$ cat src/hw/rtl/mrf_pkg.sv
// mrf_pkg: shared types, constants and the crc byte update for the modbus request framer
// no dependencies; imported by every module of the framer but the checker
package mrf_pkg;

  typedef enum logic [2:0] {
    OP_RD_COILS = 3'd0,
    OP_RD_REGS  = 3'd1,
    OP_WR_COIL  = 3'd2,
    OP_WR_REG   = 3'd3,
    OP_WR_COILS = 3'd4,
    OP_WR_REGS  = 3'd5
  } op_e;

  localparam logic [7:0] FC_RD_COILS = 8'h01;
  localparam logic [7:0] FC_RD_REGS  = 8'h03;
  localparam logic [7:0] FC_WR_COIL  = 8'h05;
  localparam logic [7:0] FC_WR_REG   = 8'h06;
  localparam logic [7:0] FC_WR_COILS = 8'h0F;
  localparam logic [7:0] FC_WR_REGS  = 8'h10;
  localparam logic [7:0] COIL_ON     = 8'hFF;

  localparam logic [15:0] COIL_LIMIT = 16'd1968;
  localparam logic [15:0] REG_LIMIT  = 16'd123;
  localparam logic [15:0] CRC_INIT   = 16'hFFFF;
  localparam logic [15:0] CRC_POLY   = 16'hA001;

  localparam int unsigned CMD_BYTES = 7;

  // one queued job for the byte emitter
  typedef struct packed {
    logic                      reject;
    logic                      crc_init;
    logic                      tail;
    logic [2:0]                nbytes;
    logic [CMD_BYTES-1:0][7:0] bytes;
  } cmd_t;

  function automatic logic [15:0] crc_byte(input logic [15:0] crc, input logic [7:0] b);
    logic [15:0] c;
    c = crc ^ {8'h00, b};
    for (int i = 0; i < 8; i++) begin
      if (c[0]) begin
        c = (c >> 1) ^ CRC_POLY;
      end else begin
        c = c >> 1;
      end
    end
    return c;
  endfunction

endpackage

$ cat src/hw/rtl/mrf_front.sv
// mrf_front: accepts header and data items, tracks the request phase and builds queue jobs
// depends on mrf_pkg
module mrf_front (
  input  logic          clk_i,
  input  logic          rst_ni,
  input  logic          in_valid_i,
  output logic          in_stall_o,
  input  logic          is_data_i,
  input  logic [2:0]    operation_i,
  input  logic [7:0]    slave_id_i,
  input  logic [15:0]   start_addr_i,
  input  logic [15:0]   quantity_i,
  input  logic [15:0]   data_word_i,
  input  logic          full_i,
  output logic          push_o,
  output mrf_pkg::cmd_t cmd_o
);
  import mrf_pkg::*;

  typedef enum logic [1:0] {
    PH_IDLE  = 2'd0,
    PH_COILS = 2'd1,
    PH_REGS  = 2'd2
  } phase_e;

  phase_e     phase_q, phase_d;
  logic [7:0] left_q, left_d;
  logic       accept;
  logic [16:0] qty_p7;
  logic [7:0]  coil_cnt;
  logic [7:0]  left_dec;

  assign in_stall_o = full_i;
  assign accept     = in_valid_i && !full_i;
  assign qty_p7     = {1'b0, quantity_i} + 17'd7;
  assign coil_cnt   = qty_p7[10:3];
  assign left_dec   = left_q - 8'd1;

  always_comb begin
    phase_d        = phase_q;
    left_d         = left_q;
    push_o         = 1'b0;
    cmd_o          = '0;
    cmd_o.bytes[0] = slave_id_i;
    cmd_o.bytes[2] = start_addr_i[15:8];
    cmd_o.bytes[3] = start_addr_i[7:0];
    cmd_o.bytes[4] = quantity_i[15:8];
    cmd_o.bytes[5] = quantity_i[7:0];
    cmd_o.crc_init = 1'b1;
    cmd_o.nbytes   = 3'd6;
    cmd_o.tail     = 1'b1;
    if (is_data_i) begin
      cmd_o.crc_init = 1'b0;
      cmd_o.tail     = (left_dec == 8'd0);
      unique case (phase_q)
        PH_COILS: begin
          push_o         = accept;
          cmd_o.nbytes   = 3'd1;
          cmd_o.bytes[0] = data_word_i[7:0];
        end
        PH_REGS: begin
          push_o         = accept;
          cmd_o.nbytes   = 3'd2;
          cmd_o.bytes[0] = data_word_i[15:8];
          cmd_o.bytes[1] = data_word_i[7:0];
        end
        default: begin
          push_o = 1'b0;
        end
      endcase
      if (push_o) begin
        left_d = left_dec;
        if (left_dec == 8'd0) begin
          phase_d = PH_IDLE;
        end
      end
    end else begin
      push_o = accept;
      unique case (operation_i)
        OP_RD_COILS: cmd_o.bytes[1] = FC_RD_COILS;
        OP_RD_REGS:  cmd_o.bytes[1] = FC_RD_REGS;
        OP_WR_COIL: begin
          cmd_o.bytes[1] = FC_WR_COIL;
          cmd_o.bytes[4] = (quantity_i != 16'd0) ? COIL_ON : 8'h00;
          cmd_o.bytes[5] = 8'h00;
        end
        OP_WR_REG:   cmd_o.bytes[1] = FC_WR_REG;
        OP_WR_COILS: begin
          cmd_o.bytes[1] = FC_WR_COILS;
          cmd_o.bytes[6] = coil_cnt;
          cmd_o.nbytes   = 3'd7;
          cmd_o.tail     = 1'b0;
          cmd_o.reject   = (quantity_i == 16'd0) || (quantity_i > COIL_LIMIT);
        end
        OP_WR_REGS: begin
          cmd_o.bytes[1] = FC_WR_REGS;
          cmd_o.bytes[6] = {quantity_i[6:0], 1'b0};
          cmd_o.nbytes   = 3'd7;
          cmd_o.tail     = 1'b0;
          cmd_o.reject   = (quantity_i == 16'd0) || (quantity_i > REG_LIMIT);
        end
        default: begin
          push_o = 1'b0;
        end
      endcase
      if (push_o) begin
        phase_d = PH_IDLE;
        left_d  = 8'd0;
        if (!cmd_o.reject) begin
          if (operation_i == OP_WR_COILS) begin
            phase_d = PH_COILS;
            left_d  = coil_cnt;
          end else if (operation_i == OP_WR_REGS) begin
            phase_d = PH_REGS;
            left_d  = quantity_i[7:0];
          end
        end
      end
    end
  end

  always_ff @(posedge clk_i or negedge rst_ni) begin
    if (!rst_ni) begin
      phase_q <= PH_IDLE;
      left_q  <= 8'd0;
    end else begin
      phase_q <= phase_d;
      left_q  <= left_d;
    end
  end

endmodule

$ cat src/hw/rtl/mrf_queue.sv
// mrf_queue: two-entry job queue between the front and the byte emitter
// depends on mrf_pkg
module mrf_queue (
  input  logic          clk_i,
  input  logic          rst_ni,
  input  logic          push_i,
  input  mrf_pkg::cmd_t cmd_i,
  output logic          full_o,
  input  logic          pop_i,
  output logic          valid_o,
  output mrf_pkg::cmd_t cmd_o
);
  import mrf_pkg::*;

  cmd_t       slot_q [2];
  logic       wr_q, wr_d;
  logic       rd_q, rd_d;
  logic [1:0] cnt_q, cnt_d;

  assign full_o  = (cnt_q == 2'd2);
  assign valid_o = (cnt_q != 2'd0);
  assign cmd_o   = slot_q[rd_q];

  always_comb begin
    wr_d  = wr_q ^ push_i;
    rd_d  = rd_q ^ pop_i;
    cnt_d = cnt_q + {1'b0, push_i} - {1'b0, pop_i};
  end

  always_ff @(posedge clk_i) begin
    if (push_i) begin
      slot_q[wr_q] <= cmd_i;
    end
  end

  always_ff @(posedge clk_i or negedge rst_ni) begin
    if (!rst_ni) begin
      wr_q  <= 1'b0;
      rd_q  <= 1'b0;
      cnt_q <= 2'd0;
    end else begin
      wr_q  <= wr_d;
      rd_q  <= rd_d;
      cnt_q <= cnt_d;
    end
  end

endmodule

$ cat src/hw/rtl/mrf_back.sv
// mrf_back: walks each queued job byte by byte, keeps the running crc, drives the output register
// depends on mrf_pkg
module mrf_back (
  input  logic          clk_i,
  input  logic          rst_ni,
  input  logic          head_valid_i,
  input  mrf_pkg::cmd_t head_i,
  output logic          pop_o,
  output logic          out_valid_o,
  input  logic          out_stall_i,
  output logic [7:0]    out_byte_o,
  output logic          frame_end_o,
  output logic          rejected_o
);
  import mrf_pkg::*;

  logic [2:0]  idx_q, idx_d;
  logic [15:0] crc_q, crc_d;
  logic        out_valid_q, out_valid_d;
  logic [7:0]  out_byte_q, out_byte_d;
  logic        out_end_q, out_end_d;
  logic        out_rej_q, out_rej_d;
  logic        load;
  logic        done;
  logic [15:0] crc_cur;
  logic [15:0] crc_nxt;
  logic [7:0]  byte_nxt;
  logic        end_nxt;
  logic        rej_nxt;

  assign load = head_valid_i && (!out_valid_q || !out_stall_i);
  assign crc_cur = (head_i.crc_init && idx_q == 3'd0) ? CRC_INIT : crc_q;

  always_comb begin
    byte_nxt = 8'h00;
    end_nxt  = 1'b0;
    rej_nxt  = 1'b0;
    done     = 1'b0;
    crc_nxt  = crc_cur;
    if (head_i.reject) begin
      end_nxt = 1'b1;
      rej_nxt = 1'b1;
      done    = 1'b1;
      crc_nxt = CRC_INIT;
    end else if (idx_q < head_i.nbytes) begin
      byte_nxt = head_i.bytes[idx_q];
      crc_nxt  = crc_byte(crc_cur, head_i.bytes[idx_q]);
      done     = !head_i.tail && (idx_q == head_i.nbytes - 3'd1);
    end else if (idx_q == head_i.nbytes) begin
      byte_nxt = crc_cur[7:0];
    end else begin
      byte_nxt = crc_cur[15:8];
      end_nxt  = 1'b1;
      done     = 1'b1;
      crc_nxt  = CRC_INIT;
    end
  end

  always_comb begin
    idx_d       = idx_q;
    crc_d       = crc_q;
    out_valid_d = out_valid_q && out_stall_i;
    out_byte_d  = out_byte_q;
    out_end_d   = out_end_q;
    out_rej_d   = out_rej_q;
    if (load) begin
      idx_d       = done ? 3'd0 : idx_q + 3'd1;
      crc_d       = crc_nxt;
      out_valid_d = 1'b1;
      out_byte_d  = byte_nxt;
      out_end_d   = end_nxt;
      out_rej_d   = rej_nxt;
    end
  end

  assign pop_o       = load && done;
  assign out_valid_o = out_valid_q;
  assign out_byte_o  = out_byte_q;
  assign frame_end_o = out_end_q;
  assign rejected_o  = out_rej_q;

  always_ff @(posedge clk_i) begin
    out_byte_q <= out_byte_d;
    out_end_q  <= out_end_d;
    out_rej_q  <= out_rej_d;
  end

  always_ff @(posedge clk_i or negedge rst_ni) begin
    if (!rst_ni) begin
      idx_q       <= 3'd0;
      crc_q       <= CRC_INIT;
      out_valid_q <= 1'b0;
    end else begin
      idx_q       <= idx_d;
      crc_q       <= crc_d;
      out_valid_q <= out_valid_d;
    end
  end

endmodule

$ cat src/hw/rtl/modbus_request_framer_top.sv
// modbus_request_framer_top: modbus rtu request framer, front classifier, job queue, byte emitter
// depends on mrf_pkg, mrf_front, mrf_queue, mrf_back
//
// channel | direction | handshake              | payload
// in      | sink      | in_valid_i, in_stall_o | is_data, operation, slave_id, start_addr,
//         |           |                        | quantity, data_word
// out     | source    | out_valid_o, out_stall_i | out_byte, frame_end, rejected
//
// one output byte per cycle from the emitter while not stalled; a read or single write header
// emits 8 bytes, a multiple write header 7, a coil data item 1 (3 with crc), a register item 2 (4 with crc)
// a rejection emits one byte, an ignored item none; items enter every cycle while the queue has room
// the two-entry queue lets the front take new items while the emitter is stalled downstream
// reset clears phase, counts, queue pointers and the output valid; crc restarts at 0xFFFF
module modbus_request_framer_top (
  input  logic        clk_i,
  input  logic        rst_ni,
  input  logic        in_valid_i,
  output logic        in_stall_o,
  input  logic        is_data_i,
  input  logic [2:0]  operation_i,
  input  logic [7:0]  slave_id_i,
  input  logic [15:0] start_addr_i,
  input  logic [15:0] quantity_i,
  input  logic [15:0] data_word_i,
  output logic        out_valid_o,
  input  logic        out_stall_i,
  output logic [7:0]  out_byte_o,
  output logic        frame_end_o,
  output logic        rejected_o
);
  import mrf_pkg::*;

  logic push;
  logic full;
  logic pop;
  logic head_valid;
  cmd_t cmd_in;
  cmd_t cmd_head;

  mrf_front u_front (
    .clk_i        (clk_i),
    .rst_ni       (rst_ni),
    .in_valid_i   (in_valid_i),
    .in_stall_o   (in_stall_o),
    .is_data_i    (is_data_i),
    .operation_i  (operation_i),
    .slave_id_i   (slave_id_i),
    .start_addr_i (start_addr_i),
    .quantity_i   (quantity_i),
    .data_word_i  (data_word_i),
    .full_i       (full),
    .push_o       (push),
    .cmd_o        (cmd_in)
  );

  mrf_queue u_queue (
    .clk_i   (clk_i),
    .rst_ni  (rst_ni),
    .push_i  (push),
    .cmd_i   (cmd_in),
    .full_o  (full),
    .pop_i   (pop),
    .valid_o (head_valid),
    .cmd_o   (cmd_head)
  );

  mrf_back u_back (
    .clk_i        (clk_i),
    .rst_ni       (rst_ni),
    .head_valid_i (head_valid),
    .head_i       (cmd_head),
    .pop_o        (pop),
    .out_valid_o  (out_valid_o),
    .out_stall_i  (out_stall_i),
    .out_byte_o   (out_byte_o),
    .frame_end_o  (frame_end_o),
    .rejected_o   (rejected_o)
  );

endmodule

$ cat config.mk
export PLATFORM = sky130hd
export DESIGN_NAME = modbus_request_framer_top
export DESIGN_NICKNAME = d
export VERILOG_FILES = /design/src/hw/rtl/mrf_pkg.sv /design/src/hw/rtl/mrf_front.sv /design/src/hw/rtl/mrf_queue.sv /design/src/hw/rtl/mrf_back.sv /design/src/hw/rtl/modbus_request_framer_top.sv
export SDC_FILE = /design/constraint.sdc
export NUM_CORES = 1
export LEC_CHECK = 0
export BUFFER_PORTS_ARGS = -buffer_cell sky130_fd_sc_hd__buf_4
export CORE_UTILIZATION = 25
export CTS_CLUSTER_DIAMETER = 150
export DETAILED_ROUTE_END_ITERATION = 10
export SLEW_MARGIN = 20
export SYNTH_ARGS = -nofsm -noshare
export SYNTH_HDL_FRONTEND = slang
export SYNTH_SLANG_ARGS = --single-unit
$ cat constraint.sdc
create_clock -name clk_i -period 5 [get_ports clk_i]
set_clock_uncertainty 0.05 [all_clocks]
set_input_delay 0.5 -clock clk_i [delete_from_list [all_inputs] [get_ports clk_i]]
set_output_delay 0.5 -clock clk_i [all_outputs]
set_load 0.03 [all_outputs]
# Word level (Yosys, flattened, before mapping)
# Memories as Yosys holds them, arrays and structs flattened.
# Cells that the tools add are included.
# totals
reg_bits,44
latch_bits,0
ramBits,124
romBits,0
input_bits,64
output_inout_bits,12
wordCells,141
mem_count,1
# mem_list
memory,depth,width,read_ports,rd_clocked_by_memory_dff,wr,line_no,text
u_queue.slot_q,2,62,1,0,1,mrf_queue.sv:15,cmd_t slot_q [2];
# op_classes
addsub,6
multipliers,0
div_mod_pow,0
order_cmp,4
eq_ne,12
n_shift,0
muxes,72
bitwise_logic,11
reduce_logical,24
# ops
op,count
$mux 16,27
$mux 8,13
$pmux 5 s6,1
$bmux 8 s3,1
$mux 24,1
$not 2->3,8
$pmux 12 s2,1
$gt 16x11->1 const B,1
$gt 16x7->1 const B,1
$logic_not 16->1,1
$mux 1,16
$pmux 8 s2,1
$reduce_bool 16->1,1
$xor 16x8->16,1
$mux 2,7
$add 11x3->11 const B,1
$logic_not 8->1,1
$sub 8x1->8 const B,1
$eq 3x2->1 const B,2
$eq 3x3->1,2
$eq 3x3->1 const B,2
$logic_and 1x1->1,6
$logic_not 3->1,2
$pmux 3 s2,1
21 further kinds,30

# Logic depth before layout (Yosys ltp)
# logic_depth
depth_word,36
ltp_mapped,18
depth_no_buf,15

# Modules after synthesis
# A second synthesis with hierarchy kept.
# unflattened
cells_unflattened,695
area_unflattened_um2,9200.1
# modules_own_cells
module,n_inst,cells_each,area_each_um2
mrf_queue,1,209,4984.8
mrf_back,1,234,2451.1
mrf_front,1,252,1764.2

# Least setup slack after synthesis
# Ideal clock, no wire load.
# synth_timing
kind,flip-flop to flip-flop
from,reg u_queue.rd_q
to,reg u_queue.cnt_q[1]
setup_time_ns,0.123
t_arrival_ns,3.294
required_ns,4.827
slack_ns,1.533
stages_incl_launch_ff,18
n_path_buf,4
synth_period_minus_slack_ns,3.467
path_cell_list,dfrtp_1 -> buf_6 -> buf_8 -> buf_2 -> mux2i_1 -> inv_1 -> ha_1 -> nand3_1 -> buf_1 -> a21oi_1 -> inv_1 -> a31oi_1 -> nor2_1 -> ha_1 -> inv_1 -> ha_1 -> xnor2_1 -> xnor2_1
# synth_via
elab_chain_cells,8
word_cells_on_any_way,12
# synth_rtl
item,line_no,text
"start, declared",mrf_queue.sv:17,"logic rd_q, rd_d;"
"start signal, assigned",mrf_queue.sv:43,rd_q <= rd_d;
$mem_v2 2x62 *,-,
$sub 3x1->3,mrf_back.sv:48,done = !head_i.tail && (idx_q == head_i.nbytes - 3'd1);
$eq 3x3->1,mrf_back.sv:48,
$logic_and 1x1->1,mrf_back.sv:48,
$mux 1,mrf_back.sv:45,end else if (idx_q < head_i.nbytes) begin
$mux 1 *,mrf_back.sv:40,if (head_i.reject) begin
$logic_and 1x1->1 *,mrf_back.sv:76,assign pop_o = load && done;
$sub 2x1->2 *,mrf_queue.sv:27,"cnt_d = cnt_q + {1'b0, push_i} - {1'b0, pop_i};"
via u_queue.cnt_d[1],mrf_queue.sv:18,"logic [1:0] cnt_q, cnt_d;"
"end signal, assigned",mrf_queue.sv:44,cnt_q <= cnt_d;
"end, declared",mrf_queue.sv:18,
# Mark *: on every way through the listed nets, which the timed path passes. The rest lies on a longest branch.
# A chain may end at the register's enable or synchronous reset.

# Worst setup path after layout
# layout_timing
from,reg u_back.idx_q[0]
to,reg u_queue.cnt_q[1]
# layout_via
elab_chain_cells,6
word_cells_on_any_way,9
# layout_rtl
item,line_no,text
"start, declared",mrf_back.sv:17,"logic [2:0] idx_q, idx_d;"
"start signal, assigned",mrf_back.sv:94,idx_q <= idx_d;
"parallel branches: the longest is 2 deep, another holds $lt 3x3->1",-,
$mux 1 *,mrf_back.sv:45,
$mux 1 *,mrf_back.sv:40,
$logic_and 1x1->1 *,mrf_back.sv:76,
$sub 2x1->2 *,mrf_queue.sv:27,
via u_queue.cnt_d[1],mrf_queue.sv:18,
# Mark *: on every way through the listed nets, which the timed path passes.

==> qor.csv <==
metric;value;unit
setup_viol;0;
finalHoldViolations;0;
cap_violations;0;
final_cell_mix;edfxtp_1, buf_4, nor2_1;
synthesis.nets;733;
cts_tree;yes;
netlist_area;0.00840;mm²
layout-drive-gt1-share;23.2;%
synth_edf_count;134;
final_nets;806;
fin_cells;1182;
cts_setup_buffers;0;
yosysSeqAreaShare;58.3;%
fill_cells;3311;
path_clk_slew;0.07;ns
ant_nets;0;
dp_cells;1149;
critPathCaptureType;flip-flop;
area_growth;18.6;%
yosys_warnings;0;
grtUsageTotal;12.3;%
drtIter0Drc;415;
vdd_drop_max;0.412;mV
rsz0062_at_grt;no;
grt_max_degree;38;
cts.path.max_buffers;2;
yosysUniqueCellTypes;68;
synthArstFlopShare;20.2;%
synthFlopType;edfxtp_1;
outcome;completed;
grt_pass1_wl;31.6;mm
crit_fanout;13;
timing.final.crit_share;78.0;%
numCtsBuffers;17;
rr_startpoint;u_back.idx_q[0];
seqCellArea;0.00490;mm²
first_global_vias;5484;
die_h;185;µm
cts_root_buffer;clkbuf_16;
synth_seq_cells;168;
worst_slew_pin_slew;0.995;ns
arrival;4.19;ns
rows;66;
avgViaCountPerCell;4.64;
final.min_clock_period;3.90;ns
postLayoutSetupSlackWorst;1.10;ns
r2r_slack;1.10;ns
power_density;591;mW/mm²
multi_input_area;0.00320;mm²
drt-pass1-iter-count;5;
vias;5485;
synth.avg_cell_area;12.8;µm²
clock_insertion_delay_worst_skew;0.42;ns
clock.fmax;0.256;GHz
start_kind;flip-flop;
routed_wl;20.3;mm
rr_endpoint;u_queue.cnt_q[1];
gp_congestion;0.835;
netlist_instances;654;
core_area;0.0328;mm²
crit_start;u_back.idx_q[0];
worstSetupPathType;flip-flop to flip-flop;
cts_resized;0;
whs;0.214;ns
antennaDiodeCount;0;
relSlewSlack;33.3;%
initial_core_util;25.6;%
die_w;185;µm
r2r_cells;12;
hold_class;input pin to flip-flop;
dieArea;0.0343;mm²
wl_per_cell;17.1;µm
p_leak;3.65;nW
required;5.29;ns
crit_path_end;u_queue.cnt_q[1];
hpwl;14.8;mm
drc;0;
antenna_found_initial;0;
ios;76;
grt-ovfl-total;0;
place_worst_setup_slack;1.14;ns
io_buffers;75;
final_common_cell;edfxtp_1;
htreeDepth;4;
slew_violations;0;
setup_tns;0;ns
cts_sinks;168;
final_util;30.4;%
## cells in the mapped netlist (3+ instances only)
| cell | number | share of area [%] |
|---|---|---|
| a21oi_1 | 20 | 1.2 |
| a221oi_1 | 3 | 0.31 |
| a222oi_1 | 3 | 0.36 |
| a22oi_1 | 12 | 1.1 |
| a311oi_1 | 6 | 0.63 |
| a31oi_1 | 7 | 0.52 |
| and2_1 | 6 | 0.45 |
| and3_1 | 8 | 0.60 |
| buf_1 | 3 | 0.13 |
| buf_2 | 3 | 0.18 |
| buf_6 | 5 | 0.67 |
| clkbuf_1 | 14 | 0.63 |
| clkbuf_8 | 3 | 0.49 |
| clkinv_1 | 5 | 0.22 |
| dfrtp_1 | 18 | 5.4 |
| dfstp_2 | 16 | 5.0 |
| edfxtp_1 | 134 | 48 |
| ha_1 | 15 | 2.2 |
| inv_1 | 20 | 0.89 |
| mux2_2 | 12 | 1.6 |
| mux2i_1 | 29 | 3.5 |
| mux4_1 | 3 | 0.94 |
| mux4_2 | 13 | 3.5 |
| nand2_1 | 46 | 2.1 |
| nand2b_1 | 5 | 0.37 |
| nand3_1 | 12 | 0.72 |
| nor2_1 | 70 | 3.1 |
| nor2b_1 | 13 | 0.97 |
| nor3_1 | 11 | 0.66 |
| nor4_1 | 5 | 0.37 |
| o211ai_1 | 3 | 0.27 |
| o21ai_0 | 33 | 2.0 |
| o221ai_1 | 4 | 0.42 |
| o22a_1 | 12 | 1.3 |
| o22ai_1 | 5 | 0.37 |
| xnor2_1 | 27 | 2.8 |
| xnor2_2 | 3 | 0.58 |
| xor2_1 | 10 | 1.0 |
## power by group
part	internal, mW	switching, mW	total [mW]
clock	0.740	0.548	1.29
combinational	1.27	1.29	2.56
sequential	1.84	0.195	2.04
total	3.85	2.03	5.89
## routing by layer
metal  up-vias  track usage, %  share of wire (%)
met4         0            3.60                1.5
met3        18            2.77                4.8
li1       2596               -                  -
met1      2711            16.9                 47
met5         -               0                  0
met2       160            19.2                 47
## cell families (layout without fill, tap and decap cells)
logic type	after synthesis	after routing	share of synthesized area, %
AND/OR/NAND/NOR	185	185	10.1
flip-flops	168	168	58.3
AO/OA/AOI/OAI	128	128	10.4
multiplexers	58	58	9.67
buffers and inverters	56	142	3.73
XOR/XNOR	44	44	5.59
adder cells (fa/ha/maj)	15	15	2.24
## how the worst min path moves through the flow
stage	cells past startpoint	from	slack, ns	to
final	1	start_addr_i[3]	0.21	u_queue.slot_q[1][27]
after global routing	1	start_addr_i[10]	0.19	u_queue.slot_q[0][18]
after CTS	1	start_addr_i[9]	0.20	u_queue.slot_q[0][17]
after detailed placement	1	rst_ni	0.45	u_back.idx_q[2]
after global placement	1	rst_ni	0.45	u_back.idx_q[2]
after floorplan	0	rst_ni	0.15	u_back.idx_q[0]
## worst max-delay path: stages, from the launching register on
cell,delay (ns)
dfrtp_1,0.73
inv_1,0.19
ha_1,0.35
nand3_1,0.49
a21oi_1,0.47
inv_1,0.12
a31oi_1,0.42
nor2_1,0.16
ha_1,0.32
inv_1,0.04
ha_1,0.20
xnor2_1,0.17
xnor2_1,0.13
## registers in the layout, indices dropped and copies added (netlist names)
name,cells
u_back.crc_q,16
u_queue.wr_q,1
u_back.rejected_o,1
u_queue.rd_q,1
u_queue.slot_q,124
u_queue.cnt_q,2
u_back.idx_q,3
u_back.out_byte_o,8
u_back.out_valid_o,1
u_back.frame_end_o,1
u_front.left_q,8
u_front.phase_q,2
## repair_timing
item	CTS	global route
hold buffers	1	0
endpoints found under the setup margin	0	0
hold endpoints to repair	1	0
## metrics by stage
step	total power, mW	area (µm²)
floorplan	4.11	8400
finish	5.89	9960
global placement	4.62	9370
CTS	5.94	9960
detailed placement	4.64	9370
global route	6.20	9960
## final cells by class
class | count | area share [%]
clock inverter | 14 | 1.49
sequential | 168 | 49.1
inverter | 25 | 0.942
multi-input combinational | 430 | 32.1
clock buffer | 18 | 4.31
timing repair buffer | 85 | 6.43
tap | 442 | 5.55
(Power assumes the default switching activity.)
